==> config.mk <==
export PLATFORM = sky130hd
export DESIGN_NAME = bmp_pixel_tricolor_classifier
export DESIGN_NICKNAME = d
export VERILOG_FILES = /design/src/rtl/bmpc_pkg.sv /design/src/rtl/bmp_pixel_tricolor_classifier.sv /design/src/rtl/bmpc_ram.sv /design/src/rtl/bmpc_expand.sv /design/src/rtl/bmpc_result.sv
export SDC_FILE = /design/constraint.sdc
export NUM_CORES = 1
export LEC_CHECK = 0
export BUFFER_PORTS_ARGS = -buffer_cell sky130_fd_sc_hd__buf_4
export CAP_MARGIN = 10
export CORE_ASPECT_RATIO = 1.25
export CORE_UTILIZATION = 30
export DETAILED_ROUTE_END_ITERATION = 12
export PLACE_DENSITY = 0.41
export SYNTH_ARGS = -nofsm -noshare
export SYNTH_HDL_FRONTEND = slang
export SYNTH_SLANG_ARGS = --single-unit
==> constraint.sdc <==
create_clock -name i_clk -period 15.1 [get_ports i_clk]
set_clock_uncertainty 0.05 [all_clocks]
set_input_delay 0 -clock i_clk [delete_from_list [all_inputs] [get_ports i_clk]]
set_output_delay 0 -clock i_clk [all_outputs]
set_load 0.01 [all_outputs]
==> src/rtl/bmpc_pkg.sv <==
// Package for the bitmap tricolour pixel classifier.
// Holds sizes, codes, shared structs and the pixel classification functions.
// No dependencies.
package bmpc_pkg;

    localparam int MAX_ROW_PIXELS  = 1024;
    localparam int PALETTE_ENTRIES = 256;

    localparam int COL_W     = $clog2(MAX_ROW_PIXELS + 1);
    localparam int PAL_AW    = $clog2(PALETTE_ENTRIES);
    localparam int ROW_W     = 11;
    localparam int OUT_COL_W = 10;
    localparam int DEPTH_W   = 5;
    localparam int CFG_W     = 11;
    localparam int CFG_IDX_W = 2;

    localparam logic [DEPTH_W-1:0] DEPTH_1  = 5'd1;
    localparam logic [DEPTH_W-1:0] DEPTH_4  = 5'd4;
    localparam logic [DEPTH_W-1:0] DEPTH_8  = 5'd8;
    localparam logic [DEPTH_W-1:0] DEPTH_16 = 5'd16;
    localparam logic [DEPTH_W-1:0] DEPTH_24 = 5'd24;

    localparam logic OP_PALETTE = 1'b0;
    localparam logic OP_PIXEL   = 1'b1;

    localparam logic [1:0] COLOR_BLACK = 2'd0;
    localparam logic [1:0] COLOR_WHITE = 2'd1;
    localparam logic [1:0] COLOR_RED   = 2'd2;

    localparam logic [CFG_IDX_W-1:0] CFG_BIT_DEPTH  = 2'd0;
    localparam logic [CFG_IDX_W-1:0] CFG_GREEN_SIX  = 2'd1;
    localparam logic [CFG_IDX_W-1:0] CFG_COLOR_EN   = 2'd2;
    localparam logic [CFG_IDX_W-1:0] CFG_ROW_PIXELS = 2'd3;

    localparam logic [1:0] HELD_NONE = 2'd0;
    localparam logic [1:0] HELD_ONE  = 2'd1;
    localparam logic [1:0] HELD_TWO  = 2'd2;

    localparam logic [7:0] THR_WHITE = 8'h80;
    localparam logic [9:0] THR_SUM   = 10'd384;
    localparam logic [7:0] THR_COLOR = 8'hF0;

    typedef struct packed {
        logic [DEPTH_W-1:0] depth;
        logic               green_six;
        logic               color_en;
        logic [ROW_W-1:0]   row_pixels;
    } t_cfg;

    typedef struct packed {
        logic                 pal;
        logic                 pn_ok;
        logic                 col_on;
        logic [1:0]           color;
        logic [OUT_COL_W-1:0] column;
        logic                 last;
    } t_pix;

    function automatic logic f_whitish(input logic [7:0] r, input logic [7:0] g,
                                       input logic [7:0] b, input logic col);
        logic [9:0] sum;
        sum = {2'b00, r} + {2'b00, g} + {2'b00, b};
        if (col) begin
            return (r > THR_WHITE) && (g > THR_WHITE) && (b > THR_WHITE);
        end
        return sum > THR_SUM;
    endfunction

    function automatic logic f_colored(input logic [7:0] r, input logic [7:0] g,
                                       input logic [7:0] b);
        return (r > THR_COLOR) || ((g > THR_COLOR) && (b > THR_COLOR));
    endfunction

    function automatic logic [1:0] f_pick(input logic wh, input logic co, input logic col);
        if (wh) begin
            return COLOR_WHITE;
        end
        if (co && col) begin
            return COLOR_RED;
        end
        return COLOR_BLACK;
    endfunction

endpackage

==> src/rtl/bmp_pixel_tricolor_classifier.sv <==
// Bitmap row byte to black/white/red pixel classifier: top level.
// Pixels are registered in the result stage, reaching the result port in the cycle
// after their byte steps. Throughput: one byte per cycle at depths 24, 16, 8 if not
// stalled; depths 4, 1 hold a byte to its last pixel; palette pixels read RAM once.
// Reset: config returns to depth 24, 555, colour off, zero row pixels; column
// and assembly clear; the palette RAM is not cleared and is undefined until written.
module bmp_pixel_tricolor_classifier
    import bmpc_pkg::*;
(
    input  logic                 i_clk,
    input  logic                 i_rst_n,
    input  logic                 i_cfg_valid,
    output logic                 o_cfg_ready,
    input  logic [CFG_IDX_W-1:0] i_cfg_index,
    input  logic [CFG_W-1:0]     i_cfg_data,
    input  logic                 i_in_valid,
    output logic                 o_in_ready,
    input  logic                 i_operation,
    input  logic [7:0]           i_data_byte,
    input  logic                 i_row_start,
    input  logic [7:0]           i_palette_index,
    input  logic [7:0]           i_palette_red,
    input  logic [7:0]           i_palette_green,
    input  logic [7:0]           i_palette_blue,
    output logic                 o_out_valid,
    input  logic                 i_out_ready,
    output logic [1:0]           o_pixel_color,
    output logic [OUT_COL_W-1:0] o_column,
    output logic                 o_last_of_run
);

    t_cfg              r_cfg;
    logic              pix_valid;
    logic              pix_ready;
    t_pix              pix;
    logic              ram_we;
    logic [PAL_AW-1:0] ram_waddr;
    logic [1:0]        ram_wdata;
    logic              ram_re;
    logic [PAL_AW-1:0] ram_raddr;
    logic [1:0]        ram_rdata;

    assign o_cfg_ready = 1'b1;

    always_ff @(posedge i_clk) begin
        if (!i_rst_n) begin
            r_cfg.depth      <= DEPTH_24;
            r_cfg.green_six  <= 1'b0;
            r_cfg.color_en   <= 1'b0;
            r_cfg.row_pixels <= '0;
        end else if (i_cfg_valid) begin
            unique case (i_cfg_index)
                CFG_BIT_DEPTH:  r_cfg.depth      <= i_cfg_data[DEPTH_W-1:0];
                CFG_GREEN_SIX:  r_cfg.green_six  <= i_cfg_data[0];
                CFG_COLOR_EN:   r_cfg.color_en   <= i_cfg_data[0];
                CFG_ROW_PIXELS: r_cfg.row_pixels <= i_cfg_data[ROW_W-1:0];
                default: begin
                end
            endcase
        end
    end

    bmpc_expand u_expand (
        .i_clk           (i_clk),
        .i_rst_n         (i_rst_n),
        .i_cfg           (r_cfg),
        .i_in_valid      (i_in_valid),
        .o_in_ready      (o_in_ready),
        .i_operation     (i_operation),
        .i_data_byte     (i_data_byte),
        .i_row_start     (i_row_start),
        .i_palette_index (i_palette_index),
        .i_palette_red   (i_palette_red),
        .i_palette_green (i_palette_green),
        .i_palette_blue  (i_palette_blue),
        .o_pix_valid     (pix_valid),
        .i_pix_ready     (pix_ready),
        .o_pix           (pix),
        .o_ram_we        (ram_we),
        .o_ram_waddr     (ram_waddr),
        .o_ram_wdata     (ram_wdata),
        .o_ram_re        (ram_re),
        .o_ram_raddr     (ram_raddr)
    );

    bmpc_ram #(
        .WIDTH (2),
        .DEPTH (PALETTE_ENTRIES)
    ) u_palette (
        .i_clk   (i_clk),
        .i_we    (ram_we),
        .i_waddr (ram_waddr),
        .i_wdata (ram_wdata),
        .i_re    (ram_re),
        .i_raddr (ram_raddr),
        .o_rdata (ram_rdata)
    );

    bmpc_result u_result (
        .i_clk         (i_clk),
        .i_rst_n       (i_rst_n),
        .i_pix_valid   (pix_valid),
        .o_pix_ready   (pix_ready),
        .i_pix         (pix),
        .i_ram_rdata   (ram_rdata),
        .o_out_valid   (o_out_valid),
        .i_out_ready   (i_out_ready),
        .o_pixel_color (o_pixel_color),
        .o_column      (o_column),
        .o_last_of_run (o_last_of_run)
    );

endmodule

==> src/rtl/bmpc_ram.sv <==
// Generic single-write, single-read RAM with registered read data.
// No dependencies.
module bmpc_ram #(
    parameter int WIDTH = 2,
    parameter int DEPTH = 256
) (
    input  logic                     i_clk,
    input  logic                     i_we,
    input  logic [$clog2(DEPTH)-1:0] i_waddr,
    input  logic [WIDTH-1:0]         i_wdata,
    input  logic                     i_re,
    input  logic [$clog2(DEPTH)-1:0] i_raddr,
    output logic [WIDTH-1:0]         o_rdata
);

    logic [WIDTH-1:0] r_mem [DEPTH];
    logic [WIDTH-1:0] r_rdata;

    always_ff @(posedge i_clk) begin
        if (i_we) begin
            r_mem[i_waddr] <= i_wdata;
        end
        if (i_re) begin
            r_rdata <= r_mem[i_raddr];
        end
    end

    assign o_rdata = r_rdata;

endmodule

==> src/rtl/bmpc_expand.sv <==
// Item register, byte assembly and pixel sequencer of the classifier.
// Depends on bmpc_pkg; drives the palette RAM ports and the result stage.
module bmpc_expand
    import bmpc_pkg::*;
(
    input  logic              i_clk,
    input  logic              i_rst_n,
    input  t_cfg              i_cfg,
    input  logic              i_in_valid,
    output logic              o_in_ready,
    input  logic              i_operation,
    input  logic [7:0]        i_data_byte,
    input  logic              i_row_start,
    input  logic [7:0]        i_palette_index,
    input  logic [7:0]        i_palette_red,
    input  logic [7:0]        i_palette_green,
    input  logic [7:0]        i_palette_blue,
    output logic              o_pix_valid,
    input  logic              i_pix_ready,
    output t_pix              o_pix,
    output logic              o_ram_we,
    output logic [PAL_AW-1:0] o_ram_waddr,
    output logic [1:0]        o_ram_wdata,
    output logic              o_ram_re,
    output logic [PAL_AW-1:0] o_ram_raddr
);

    logic             r_vld;
    logic             r_op;
    logic [7:0]       r_byte;
    logic             r_rs;
    logic [7:0]       r_pidx;
    logic [7:0]       r_pr;
    logic [7:0]       r_pg;
    logic [7:0]       r_pb;
    logic [2:0]       r_sub;
    logic [COL_W-1:0] r_col;
    logic [15:0]      r_hb;
    logic [1:0]       r_hc;

    logic [COL_W-1:0] n_col;
    logic [15:0]      n_hb;
    logic [1:0]       n_hc;

    logic             clr;
    logic [COL_W-1:0] col_eff;
    logic [15:0]      hb_eff;
    logic [1:0]       hc_eff;
    logic [COL_W-1:0] lim;
    logic             col_on;
    logic             emit;
    logic             done;
    logic             last_sub;
    logic [7:0]       pn;
    logic [7:0]       cr;
    logic [7:0]       cg;
    logic [7:0]       cb;
    logic             fires;
    logic             accept;

    assign clr     = r_rs && (r_op == OP_PIXEL);
    assign col_eff = clr ? '0 : r_col;
    assign hb_eff  = clr ? '0 : r_hb;
    assign hc_eff  = clr ? HELD_NONE : r_hc;
    assign col_on  = i_cfg.color_en && (i_cfg.depth != DEPTH_1);
    assign lim     = (int'(i_cfg.row_pixels) > MAX_ROW_PIXELS) ? COL_W'(MAX_ROW_PIXELS)
                                                               : COL_W'(i_cfg.row_pixels);

    always_comb begin
        unique case (i_cfg.depth)
            DEPTH_1: begin
                pn       = {7'd0, r_byte[3'd7 - r_sub]};
                last_sub = (r_sub == 3'd7);
            end
            DEPTH_4: begin
                pn       = r_sub[0] ? {4'd0, r_byte[3:0]} : {4'd0, r_byte[7:4]};
                last_sub = r_sub[0];
            end
            default: begin
                pn       = r_byte;
                last_sub = 1'b1;
            end
        endcase
    end

    always_comb begin
        cb = hb_eff[7:0];
        cg = hb_eff[15:8];
        cr = r_byte;
        if (i_cfg.depth == DEPTH_16) begin
            cb = {hb_eff[4:0], 3'b000};
            if (i_cfg.green_six) begin
                cg = {r_byte[2:0], hb_eff[7:5], 2'b00};
                cr = {r_byte[7:3], 3'b000};
            end else begin
                cg = {r_byte[1:0], hb_eff[7:5], 3'b000};
                cr = {r_byte[6:2], 3'b000};
            end
        end
    end

    always_comb begin
        emit         = 1'b0;
        done         = 1'b1;
        n_col        = col_eff;
        n_hb         = hb_eff;
        n_hc         = hc_eff;
        o_ram_we     = 1'b0;
        o_pix.pal    = 1'b0;
        o_pix.pn_ok  = ({1'b0, pn} < 9'(PALETTE_ENTRIES));
        o_pix.col_on = col_on;
        o_pix.color  = f_pick(f_whitish(cr, cg, cb, col_on), f_colored(cr, cg, cb), col_on);
        o_pix.column = OUT_COL_W'(col_eff);
        o_pix.last   = 1'b1;
        if (r_op == OP_PALETTE) begin
            o_ram_we = r_vld && ({1'b0, r_pidx} < 9'(PALETTE_ENTRIES));
        end else if (col_eff < lim) begin
            unique case (i_cfg.depth)
                DEPTH_24: begin
                    unique case (hc_eff)
                        HELD_NONE: begin
                            n_hb = {8'd0, r_byte};
                            n_hc = HELD_ONE;
                        end
                        HELD_ONE: begin
                            n_hb = {r_byte, hb_eff[7:0]};
                            n_hc = HELD_TWO;
                        end
                        default: begin
                            emit  = 1'b1;
                            n_hb  = '0;
                            n_hc  = HELD_NONE;
                            n_col = col_eff + COL_W'(1);
                        end
                    endcase
                end
                DEPTH_16: begin
                    if (hc_eff == HELD_NONE) begin
                        n_hb = {8'd0, r_byte};
                        n_hc = HELD_ONE;
                    end else begin
                        emit  = 1'b1;
                        n_hb  = '0;
                        n_hc  = HELD_NONE;
                        n_col = col_eff + COL_W'(1);
                    end
                end
                DEPTH_1, DEPTH_4, DEPTH_8: begin
                    emit       = 1'b1;
                    o_pix.pal  = 1'b1;
                    n_col      = col_eff + COL_W'(1);
                    done       = last_sub || (n_col >= lim);
                    o_pix.last = done;
                end
                default: begin
                end
            endcase
        end
    end

    assign fires       = r_vld && (!emit || i_pix_ready);
    assign accept      = i_in_valid && o_in_ready;
    assign o_in_ready  = !r_vld || (fires && done);
    assign o_pix_valid = r_vld && emit;
    assign o_ram_re    = fires && emit && o_pix.pal;
    assign o_ram_raddr = PAL_AW'(pn);
    assign o_ram_waddr = PAL_AW'(r_pidx);
    assign o_ram_wdata = {f_whitish(r_pr, r_pg, r_pb, col_on), f_colored(r_pr, r_pg, r_pb)};

    always_ff @(posedge i_clk) begin
        if (!i_rst_n) begin
            r_vld <= 1'b0;
            r_rs  <= 1'b0;
            r_sub <= '0;
            r_col <= '0;
            r_hb  <= '0;
            r_hc  <= HELD_NONE;
        end else begin
            if (fires) begin
                r_col <= n_col;
                r_hb  <= n_hb;
                r_hc  <= n_hc;
            end
            if (accept) begin
                r_vld  <= 1'b1;
                r_sub  <= '0;
                r_rs   <= i_row_start;
                r_op   <= i_operation;
                r_byte <= i_data_byte;
                r_pidx <= i_palette_index;
                r_pr   <= i_palette_red;
                r_pg   <= i_palette_green;
                r_pb   <= i_palette_blue;
            end else if (fires) begin
                r_rs  <= 1'b0;
                r_sub <= done ? 3'd0 : r_sub + 3'd1;
                if (done) begin
                    r_vld <= 1'b0;
                end
            end
        end
    end

    a_col_bound: assert property (@(posedge i_clk) disable iff (!i_rst_n)
        int'(r_col) <= MAX_ROW_PIXELS)
        else $error("column count beyond row maximum");

    a_held_bound: assert property (@(posedge i_clk) disable iff (!i_rst_n)
        r_hc != 2'd3)
        else $error("held byte count overflow");

    a_rs_first: assert property (@(posedge i_clk) disable iff (!i_rst_n)
        (r_sub != 3'd0) |-> !r_rs)
        else $error("row start pending after first pixel of byte");

    a_pal_no_emit: assert property (@(posedge i_clk) disable iff (!i_rst_n)
        (r_vld && (r_op == OP_PALETTE)) |-> (!emit && o_in_ready))
        else $error("palette beat stalled or emitted a pixel");

endmodule

==> src/rtl/bmpc_result.sv <==
// Result register of the classifier; resolves palette pixels from RAM data.
// Depends on bmpc_pkg; fed by bmpc_expand and the palette RAM read port.
module bmpc_result
    import bmpc_pkg::*;
(
    input  logic                 i_clk,
    input  logic                 i_rst_n,
    input  logic                 i_pix_valid,
    output logic                 o_pix_ready,
    input  t_pix                 i_pix,
    input  logic [1:0]           i_ram_rdata,
    output logic                 o_out_valid,
    input  logic                 i_out_ready,
    output logic [1:0]           o_pixel_color,
    output logic [OUT_COL_W-1:0] o_column,
    output logic                 o_last_of_run
);

    logic r_vld;
    t_pix r_pix;

    assign o_pix_ready = !r_vld || i_out_ready;

    always_ff @(posedge i_clk) begin
        if (!i_rst_n) begin
            r_vld <= 1'b0;
        end else begin
            if (o_pix_ready) begin
                r_vld <= i_pix_valid;
            end
            if (o_pix_ready && i_pix_valid) begin
                r_pix <= i_pix;
            end
        end
    end

    always_comb begin
        if (!r_pix.pal) begin
            o_pixel_color = r_pix.color;
        end else if (r_pix.pn_ok) begin
            o_pixel_color = f_pick(i_ram_rdata[1], i_ram_rdata[0], r_pix.col_on);
        end else begin
            o_pixel_color = COLOR_BLACK;
        end
    end

    assign o_out_valid   = r_vld;
    assign o_column      = r_pix.column;
    assign o_last_of_run = r_pix.last;

endmodule
==> flow_summary.rst, run 1 <==
.. list-table::
   :header-rows: 1

   * - Metric
     - Value
   * - Run status
     - completed
   * - Vias
     - 21200
   * - Worst-Skew Late Latency
     - 0.64 ns
   * - Most used standard cell by instance count after synthesis
     - edfxtp_1
   * - Number of antenna violations at the first check in global routing
     - 0
   * - First-pass GRT wire length
     - 143000 um
   * - Half-perimeter wire length after placement
     - 59600 um
   * - Portion of synthesized cell area occupied by the leading cell type
     - 0.588
   * - Utilization of the core after routing
     - 0.357
   * - Actual transition at the worst max-transition pin
     - 1.19 ns
   * - Post-synthesis async set-or-reset flop share
     - 0
   * - Count of unresolved DRC violations after routing
     - 0
   * - Total of fill cells in the finished design
     - 9579
   * - I/O Pins
     - 76
   * - Layout overhead on the synthesized area
     - 17.5%
   * - Initial detailed-routing violation count
     - 1522
   * - Critical Path End Type
     - register
   * - Power density over cell area
     - 125 nW/um^2
   * - Nets in the synthesized netlist
     - 2682
   * - Class of the tightest hold or removal check
     - in -> reg
   * - Prevailing post-synth register cell
     - edfxtp_1
   * - Area of the die
     - 98300 um^2
   * - Via count of the first global-routing pass
     - 21800
   * - All-Layer GR Usage
     - 0.197
   * - Max stage delay on crit path
     - 0.75 ns
   * - Initial Utilization
     - 0.303
   * - Number of max-cap violations
     - 0
   * - Post-synth EDFFs
     - 570
   * - Summed negative setup slack over all endpoints
     - 0 ns
   * - Cell Chain, Critical Path
     - or3b_4 > a21o_1 > a22o_1 > nor2_8 > buf_4 > mux2i_1 > o2111ai_1 > a41oi_1 > nor4_1 > a221oi_1 > a211oi_1
   * - CTS HTree Levels
     - 3
   * - Total clock buffers created by CTS
     - 73
   * - DRT antenna net count
     - 0
   * - Number of gates resized after CTS
     - 0
   * - Fraction of the cycle the final worst path needs
     - 0.358
   * - Overall die height
     - 350 um
   * - Routed length per instance
     - 24.2 um
   * - Library cells used by synthesis
     - 81
   * - Number of hold violations in the final report
     - 0
   * - Cell area after technology mapping
     - 29100 um^2
   * - Post-CTS setup repair buffer count
     - 0
   * - Cell types occupying the most area after synthesis
     - edfxtp_1 (59%), nand2_1 (5.6%), nor2_1 (3.9%)
   * - Maximum operating frequency
     - 185 MHz
   * - Cell types with the highest counts after synthesis
     - edfxtp_1 (570), nand2_1 (435), nor2_1 (305)
   * - Max Buffers Root-to-Sink
     - 3
   * - Global placer's final weighted congestion
     - 0.805
   * - Maximum number of pins on one net before global-route repair
     - 205
   * - Number of failing setup endpoints in the final timing report
     - 0
   * - Gate Count Post-Synth
     - 2562
   * - Post-cts hold buffer count
     - 99
   * - Portion of the post-synthesis area used by sequential elements
     - 0.624
   * - Final count of pins violating max slew
     - 0
   * - Max VDD drop
     - 0.110 mV
   * - WS Path Type
     - reg -> reg
   * - Count of clock tree sinks
     - 623
   * - Required time reported for the critical path endpoint
     - 15.49 ns
   * - Number of vias per cell after detailed routing
     - 5.27
   * - Data arrival time of the worst path
     - 5.80 ns
   * - Post-layout minimum cycle time
     - 5.41 ns
   * - Layout cells sized above 1
     - 0.102
   * - Root cell of the clock tree
     - clkbuf_16
   * - Flops & latches, synth
     - 623
   * - Slowest CP cell
     - buf_4
   * - Rel. slew slack
     - 0.206
   * - Chip width
     - 281 um
   * - Quantity of I/O buffers inserted on ports
     - 74
   * - Clock-pin slew on the worst setup and hold paths
     - 0.06 ns
   * - Max Fanout on Critical Path
     - 51
   * - Post-synthesis cell type with the largest combined area
     - edfxtp_1
   * - Static power due to leakage
     - 11.2 nW
   * - Kind of start point of the critical path
     - register
   * - Drt total wl
     - 97300 um
   * - Net count, final
     - 2794
   * - Synth Warn #
     - 0
   * - Detailed Routing Iterations Pass 1
     - 5
   * - Unrepaired setup endpoints after global routing
     - no
   * - CTS tree
     - built
   * - Floorplan row count
     - 127
   * - Global route overflow
     - 0
   * - Average footprint of a synthesized cell
     - 11.4 um^2
   * - Core area
     - 96000 um^2
sequential cells by signal, summed over array words and instances, names as in the netlist:
register and count:
u_palette.o_rdata 2, u_expand.r_pg 8, u_result.o_out_valid 1, u_expand.r_rs 1
u_expand.r_col 11, u_expand.o_ram_waddr 8, u_result.o_column 10, u_expand.r_pr 8
u_expand.r_vld 1, u_expand.r_op 1, u_expand.r_hb 16, u_expand.r_byte 8
u_palette.r_mem 512, r_cfg 18, u_expand.r_sub 3, u_result.r_pix 4
u_expand.r_pb 8, u_expand.r_hc 2, u_result.o_last_of_run 1
where the power goes:
part	leakage [nW]	switching [W]	total [W]	internal, W
sequential	4.98	0.0000180	0.00201	0.00200
combinational	5.12	0.000368	0.000521	0.000152
clock	1.13	0.000744	0.00174	0.000998
metrics by stage:
step / total power, W / cells / setup slack (ns) / instance area (um^2) / hold WS [ns]
after global placement: 0.00256 / 3790 / 9.72 / 30900 / 0.128
after CTS: 0.00433 / 4022 / 9.57 / 34200 / 0.00143
after global routing: 0.00442 / 4022 / 9.46 / 34200 / 0.0269
final: 0.00428 / 4023 / 9.69 / 34200 / 0.0399
after floorplan: 0.00240 / 2562 / 2.49 / 29100 / 0.0466
after detailed placement: 0.00256 / 3790 / 9.57 / 30900 / 0.129
layout make-up:
type	count	area (um^2)	share of cell area
clock buffer	89	1920	0.0561
timing repair buffer	220	1940	0.0566
inverter	36	135	0.00395
multi-input combinational	1720	10000	0.293
clock inverter	44	397	0.0116
antenna	1	2.50	0.0000731
tap	1290	1610	0.0472
sequential	623	18200	0.531
path summary, 6_finish.rpt:
kind         cells past startpoint              startpoint  slack [ns]                                 to
max                             11  r_cfg[15]$_SDFFE_PN0P_        9.69     u_palette.o_rdata[1]$_DFFE_PP_
min                              2      i_palette_index[0]        0.04  u_expand.o_ram_waddr[0]$_DFFE_PP_
max reg2reg                     11  r_cfg[15]$_SDFFE_PN0P_        9.69     u_palette.o_rdata[1]$_DFFE_PP_
min reg2reg                      2   r_cfg[0]$_SDFFE_PN0P_        0.41              r_cfg[0]$_SDFFE_PN0P_
placed cells by master (no fill, tap or decap), drive strengths merged, types with 32 or more instances in the layout:
cell type / count
edfxtp: 570
inv: 39
a21oi: 82
buf: 121
a31oi: 40
nand3: 211
a311oi: 37
dfxtp: 53
dlygate4sd3: 99
clkinv: 32
and3: 50
ha: 56
clkbuf: 89
o21ai: 45
nor2: 307
nand2: 435
mux2i: 63
logic make-up (layout without fill, tap and decap cells):
logic type,Yosys count,count (layout),synth area share
and+or+nand+nor,1134,1134,0.173
xor gates and xnor gates,34,34,0.0102
muxes,73,73,0.0278
buffers and inverters,219,389,0.0349
adders and majority gates,60,60,0.0268
other,1,2,0.000129
DFF,623,623,0.624
AOI/OAI and AO/OA,418,418,0.103
worst max-delay path, delay by kind of cell (launching register included):
family	cells	cell delay (ns)
flip-flops	1	0.49
AND/OR/NAND/NOR	3	1.79
buffers and inverters	1	0.75
multiplexers	1	0.19
AO/OA/AOI/OAI	6	1.89
metal layers:
metal / routed length (um) / global-route usage / up-vias
met5: 0 / 0 / -
met4: 2980 / 0.0697 / 0
met3: 3680 / 0.0241 / 163
met2: 50500 / 0.360 / 563
met1: 40100 / 0.237 / 10700
li1: - / - / 9743
Note: power is estimated with default switching activity, not from simulation.
==> run 2, diff against run 1 <==
--- a/config.mk
+++ b/config.mk
@@ -5,6 +5,7 @@
 export SDC_FILE = /design/constraint.sdc
 export NUM_CORES = 1
 export LEC_CHECK = 0
+export ABC_AREA = 1
 export BUFFER_PORTS_ARGS = -buffer_cell sky130_fd_sc_hd__buf_4
 export CAP_MARGIN = 10
 export CORE_ASPECT_RATIO = 1.25
==> constraint.sdc (replaced) <==
create_clock -name i_clk -period 5.25 [get_ports i_clk]
set_clock_uncertainty 0.05 [all_clocks]
set_input_delay 0 -clock i_clk [delete_from_list [all_inputs] [get_ports i_clk]]
set_output_delay 0 -clock i_clk [all_outputs]
set_load 0.01 [all_outputs]
==> flow_summary.rst, run 2 <==
.. list-table::
   :header-rows: 1

   * - Metric
     - Value
   * - Rel. slew slack
     - 0.207 (+0.00126)
   * - Layout overhead on the synthesized area
     - 16.0%
   * - Drt total wl
     - 95300 um (-2.1%)
   * - Kind of start point of the critical path
     - register
   * - Total of fill cells in the finished design
     - 10500 (+9.5%)
   * - Post-synthesis cell type with the largest combined area
     - edfxtp_1
   * - Quantity of I/O buffers inserted on ports
     - 74 (unchanged)
   * - Worst-Skew Late Latency
     - 0.62 ns (-0.02 ns)
   * - Power density over cell area
     - 333 nW/um^2 (+170%)
   * - Cell types with the highest counts after synthesis
     - nand2_1 (601), edfxtp_1 (570), nand3_1 (482)
   * - Total clock buffers created by CTS
     - 73 (unchanged)
   * - Synth Warn #
     - 0 (unchanged)
   * - Power after layout
     - 0.0120 W (+180%)
   * - Detailed Routing Iterations Pass 1
     - 5 (unchanged)
   * - Overall die height
     - 361 um (+3.0%)
   * - Global placer's final weighted congestion
     - 0.855 (+6.3%)
   * - Top library cells by usage in the layout, fill and taps aside
     - nand2_1 (601), edfxtp_1 (570), nand3_1 (482), inv_1 (447), nor2_1 (348)
   * - Max Buffers Root-to-Sink
     - 3 (unchanged)
   * - Portion of the post-synthesis area used by sequential elements
     - 0.588 (-0.0361)
   * - Core area
     - 102000 um^2 (+6.4%)
   * - Actual transition at the worst max-transition pin
     - 1.19 ns (-0.000384 ns)
   * - Post-Layout Cell Count
     - 4742 (+18%)
   * - Hold slack
     - 0.0551 ns (+0.0152 ns)
   * - Utilization of the core after routing
     - 0.351 (-0.00536)
   * - Critical Path End Type
     - register
   * - Library cells used by synthesis
     - 49 (-40%)
   * - Initial Utilization
     - 0.303 (-0.000722)
   * - Cell area after technology mapping
     - 30900 um^2 (+6.1%)
   * - I/O Pins
     - 76 (unchanged)
   * - Most used standard cell by instance count after synthesis
     - nand2_1
   * - Max VDD drop
     - 0.194 mV (+76%)
   * - Number of vias per cell after detailed routing
     - 4.89 (-7.2%)
   * - All-Layer GR Usage
     - 0.183 (-0.0144)
   * - Layout cells sized above 1
     - 0.0806 (-0.0212)
   * - Most frequent standard cell in the layout excluding fill and tap cells
     - nand2_1
   * - Area of the die
     - 104000 um^2 (+6.1%)
   * - Beginning of the worst hold path
     - i_palette_red[3]
   * - Number of instances in the placed design
     - 4539 (+20%)
   * - Required time reported for the critical path endpoint
     - 5.74 ns (-9.75 ns)
   * - Floorplan row count
     - 131 (+3.1%)
   * - Average footprint of a synthesized cell
     - 9.45 um^2 (-17%)
   * - Antenna diodes
     - 0 (-1)
   * - Prevailing post-synth register cell
     - edfxtp_1
   * - Global route overflow
     - 0 (unchanged)
   * - Net count, final
     - 3480 (+25%)
   * - Worst-case register-to-register setup slack
     - 0.43 ns (-9.26 ns)
   * - Maximum number of pins on one net before global-route repair
     - 143 (-30%)
   * - Run status
     - completed
   * - Post-layout minimum cycle time
     - 4.82 ns (-0.593 ns)
   * - Post-synthesis async set-or-reset flop share
     - 0 (unchanged)
   * - Worst flop-to-flop path startpoint
     - u_expand.r_op$_DFFE_PP_
   * - Chip width
     - 289 um (+3.0%)
   * - Vias
     - 23200 (+9.4%)
   * - Portion of synthesized cell area occupied by the leading cell type
     - 0.554 (-0.0340)
   * - Class of the tightest hold or removal check
     - in -> reg
   * - Flops & latches, synth
     - 623 (unchanged)
   * - Number of hold violations in the final report
     - 0 (unchanged)
   * - Via count of the first global-routing pass
     - 23900 (+9.7%)
   * - Final count of pins violating max slew
     - 0 (unchanged)
   * - Post-synth EDFFs
     - 570 (unchanged)
   * - Routed length per instance
     - 20.1 um (-17%)
   * - Count of clock tree sinks
     - 623 (unchanged)
   * - Number of failing setup endpoints in the final timing report
     - 0 (unchanged)
   * - Unrepaired setup endpoints after global routing
     - no
   * - Static power due to leakage
     - 14.1 nW (+26%)
   * - Registers with the highest flip-flop counts
     - u_palette.r_mem: 512 flops, r_cfg: 18 flops, u_expand.r_hb: 16 flops
   * - Fraction of the cycle the final worst path needs
     - 0.917 (+0.559)
   * - Data arrival time of the worst path
     - 5.30 ns (-0.50 ns)
   * - Root cell of the clock tree
     - clkbuf_16
   * - Half-perimeter wire length after placement
     - 57600 um (-3.3%)
   * - Max Fanout on Critical Path
     - 42 (-18%)
   * - Initial detailed-routing violation count
     - 1418 (-6.8%)
   * - Post-CTS setup repair buffer count
     - 0 (unchanged)
   * - First-pass GRT wire length
     - 144000 um (+0.85%)
   * - Min-Delay Path Depth
     - 2 (unchanged)
   * - End point of the worst hold path
     - u_expand.r_pr[3]$_DFFE_PP_
   * - DRT antenna net count
     - 0 (unchanged)
   * - Largest reg by FF count
     - u_palette.r_mem
   * - Largest register FFs
     - 512 (unchanged)
   * - Depth of the worst register-to-register path
     - 24 (+13)
   * - Critical R2R Capture
     - u_expand.r_rs$_SDFFE_PN0P_
   * - Number of antenna violations at the first check in global routing
     - 0 (unchanged)
   * - CTS HTree Levels
     - 3 (unchanged)
   * - Count of unresolved DRC violations after routing
     - 0 (unchanged)
   * - Cell types occupying the most area after synthesis
     - edfxtp_1 (55%), nand3_1 (7.8%), nand2_1 (7.3%)
   * - CTS tree
     - built
   * - WS Path Type
     - reg -> reg
   * - Gate Count Post-Synth
     - 3270 (+28%)
   * - Number of max-cap violations
     - 0 (unchanged)
   * - Maximum operating frequency
     - 208 MHz (+12%)
   * - Clock-pin slew on the worst setup and hold paths
     - 0.05 ns (about the same)
   * - Nets in the synthesized netlist
     - 3390 (+26%)
==> run 2: critical path, cell delays in order (launching register included) <==
cell	delay, ns
edfxtp_1	0.52
nand2_4	0.26
inv_2	0.20
nor2_1	0.32
ha_1	0.26
nand3_1	0.17
nor2_1	0.14
nand2_1	0.07
nor2_1	0.12
xor2_1	0.26
ha_1	0.22
nand2_1	0.08
nor2_1	0.18
nand2_1	0.07
o31ai_1	0.22
nor4_1	0.08
nand3_1	0.12
nand2_1	0.06
nand2_1	0.09
nand2_1	0.11
nor2_4	0.12
buf_12	0.27
nand2_1	0.09
dlygate4sd3_1	0.57
o21ai_0	0.07
==> run 2: through the flow <==
step	setup slack (ns)	setup TNS (ns)	area, um^2
finish	0.434	0	35900
global route	0.0218	0	35900
CTS	0.0276	0	35800
detailed placement	0.448	0	32800
global placement	0.569	0	32800
floorplan	-0.297	-75.98	31000
==> run 2: how the worst max path moves through the flow <==
| stage | endpoint | startpoint | slack (ns) | cells past startpoint |
|---|---|---|---|---|
| after floorplan | u_palette.r_mem[0][1]$_DFFE_PP_ | u_expand.r_pr[0]$_DFFE_PP_ | -0.30 | 13 |
| after CTS | u_expand.r_rs$_SDFFE_PN0P_ | u_expand.r_op$_DFFE_PP_ | 0.03 | 24 |
| after global routing | u_expand.r_rs$_SDFFE_PN0P_ | u_expand.r_op$_DFFE_PP_ | 0.02 | 24 |
| final | u_expand.r_rs$_SDFFE_PN0P_ | u_expand.r_op$_DFFE_PP_ | 0.43 | 24 |
| after detailed placement | u_expand.r_pg[2]$_DFFE_PP_ | u_expand.r_op$_DFFE_PP_ | 0.45 | 21 |
| after global placement | u_expand.r_pg[0]$_DFFE_PP_ | u_expand.r_op$_DFFE_PP_ | 0.57 | 21 |
==> run 2: cell type report <==
class	count	area, um^2	area share
clock buffer	103	2020	0.0565
clock inverter	24	223	0.00621
inverter	462	1740	0.0486
multi-input combinational	2003	10200	0.285
sequential	623	18200	0.507
tap	1330	1660	0.0464
timing repair buffer	197	1790	0.0500
==> run 2: kinds of logic (layout without fill, tap and decap cells) <==
logic type	count (synthesis)	after routing	synth area share
AOI/OAI and AO/OA	280	280	0.0511
xor gates and xnor gates	32	32	0.00907
adders and majority gates	60	60	0.0253
buffers and inverters	644	786	0.0854
DFF	623	623	0.588
other	1	1	0.000121
and+or+nand+nor	1630	1630	0.241
==> run 2: where the power goes <==
group | total [W] | internal (W) | switching (W)
Combinational | 0.00134 | 0.000406 | 0.000935
Sequential | 0.00568 | 0.00565 | 0.0000297
Clock | 0.00493 | 0.00287 | 0.00205
==> run 2: per-layer routing <==
metal  vias up  GRT usage  wire, um
met3       167     0.0259      3850
met2       494      0.330     48600
li1      11100          -         -
met1     11400      0.220     39900
met5         -          0         0
met4         0     0.0618      2970
==> run 2: timing repair <==
item / CTS / global route
resized for setup: 0 / 3
hold buffers: 76 / 0
setup endpoints to repair: 0 / 1
hold endpoints to repair: 98 / 0
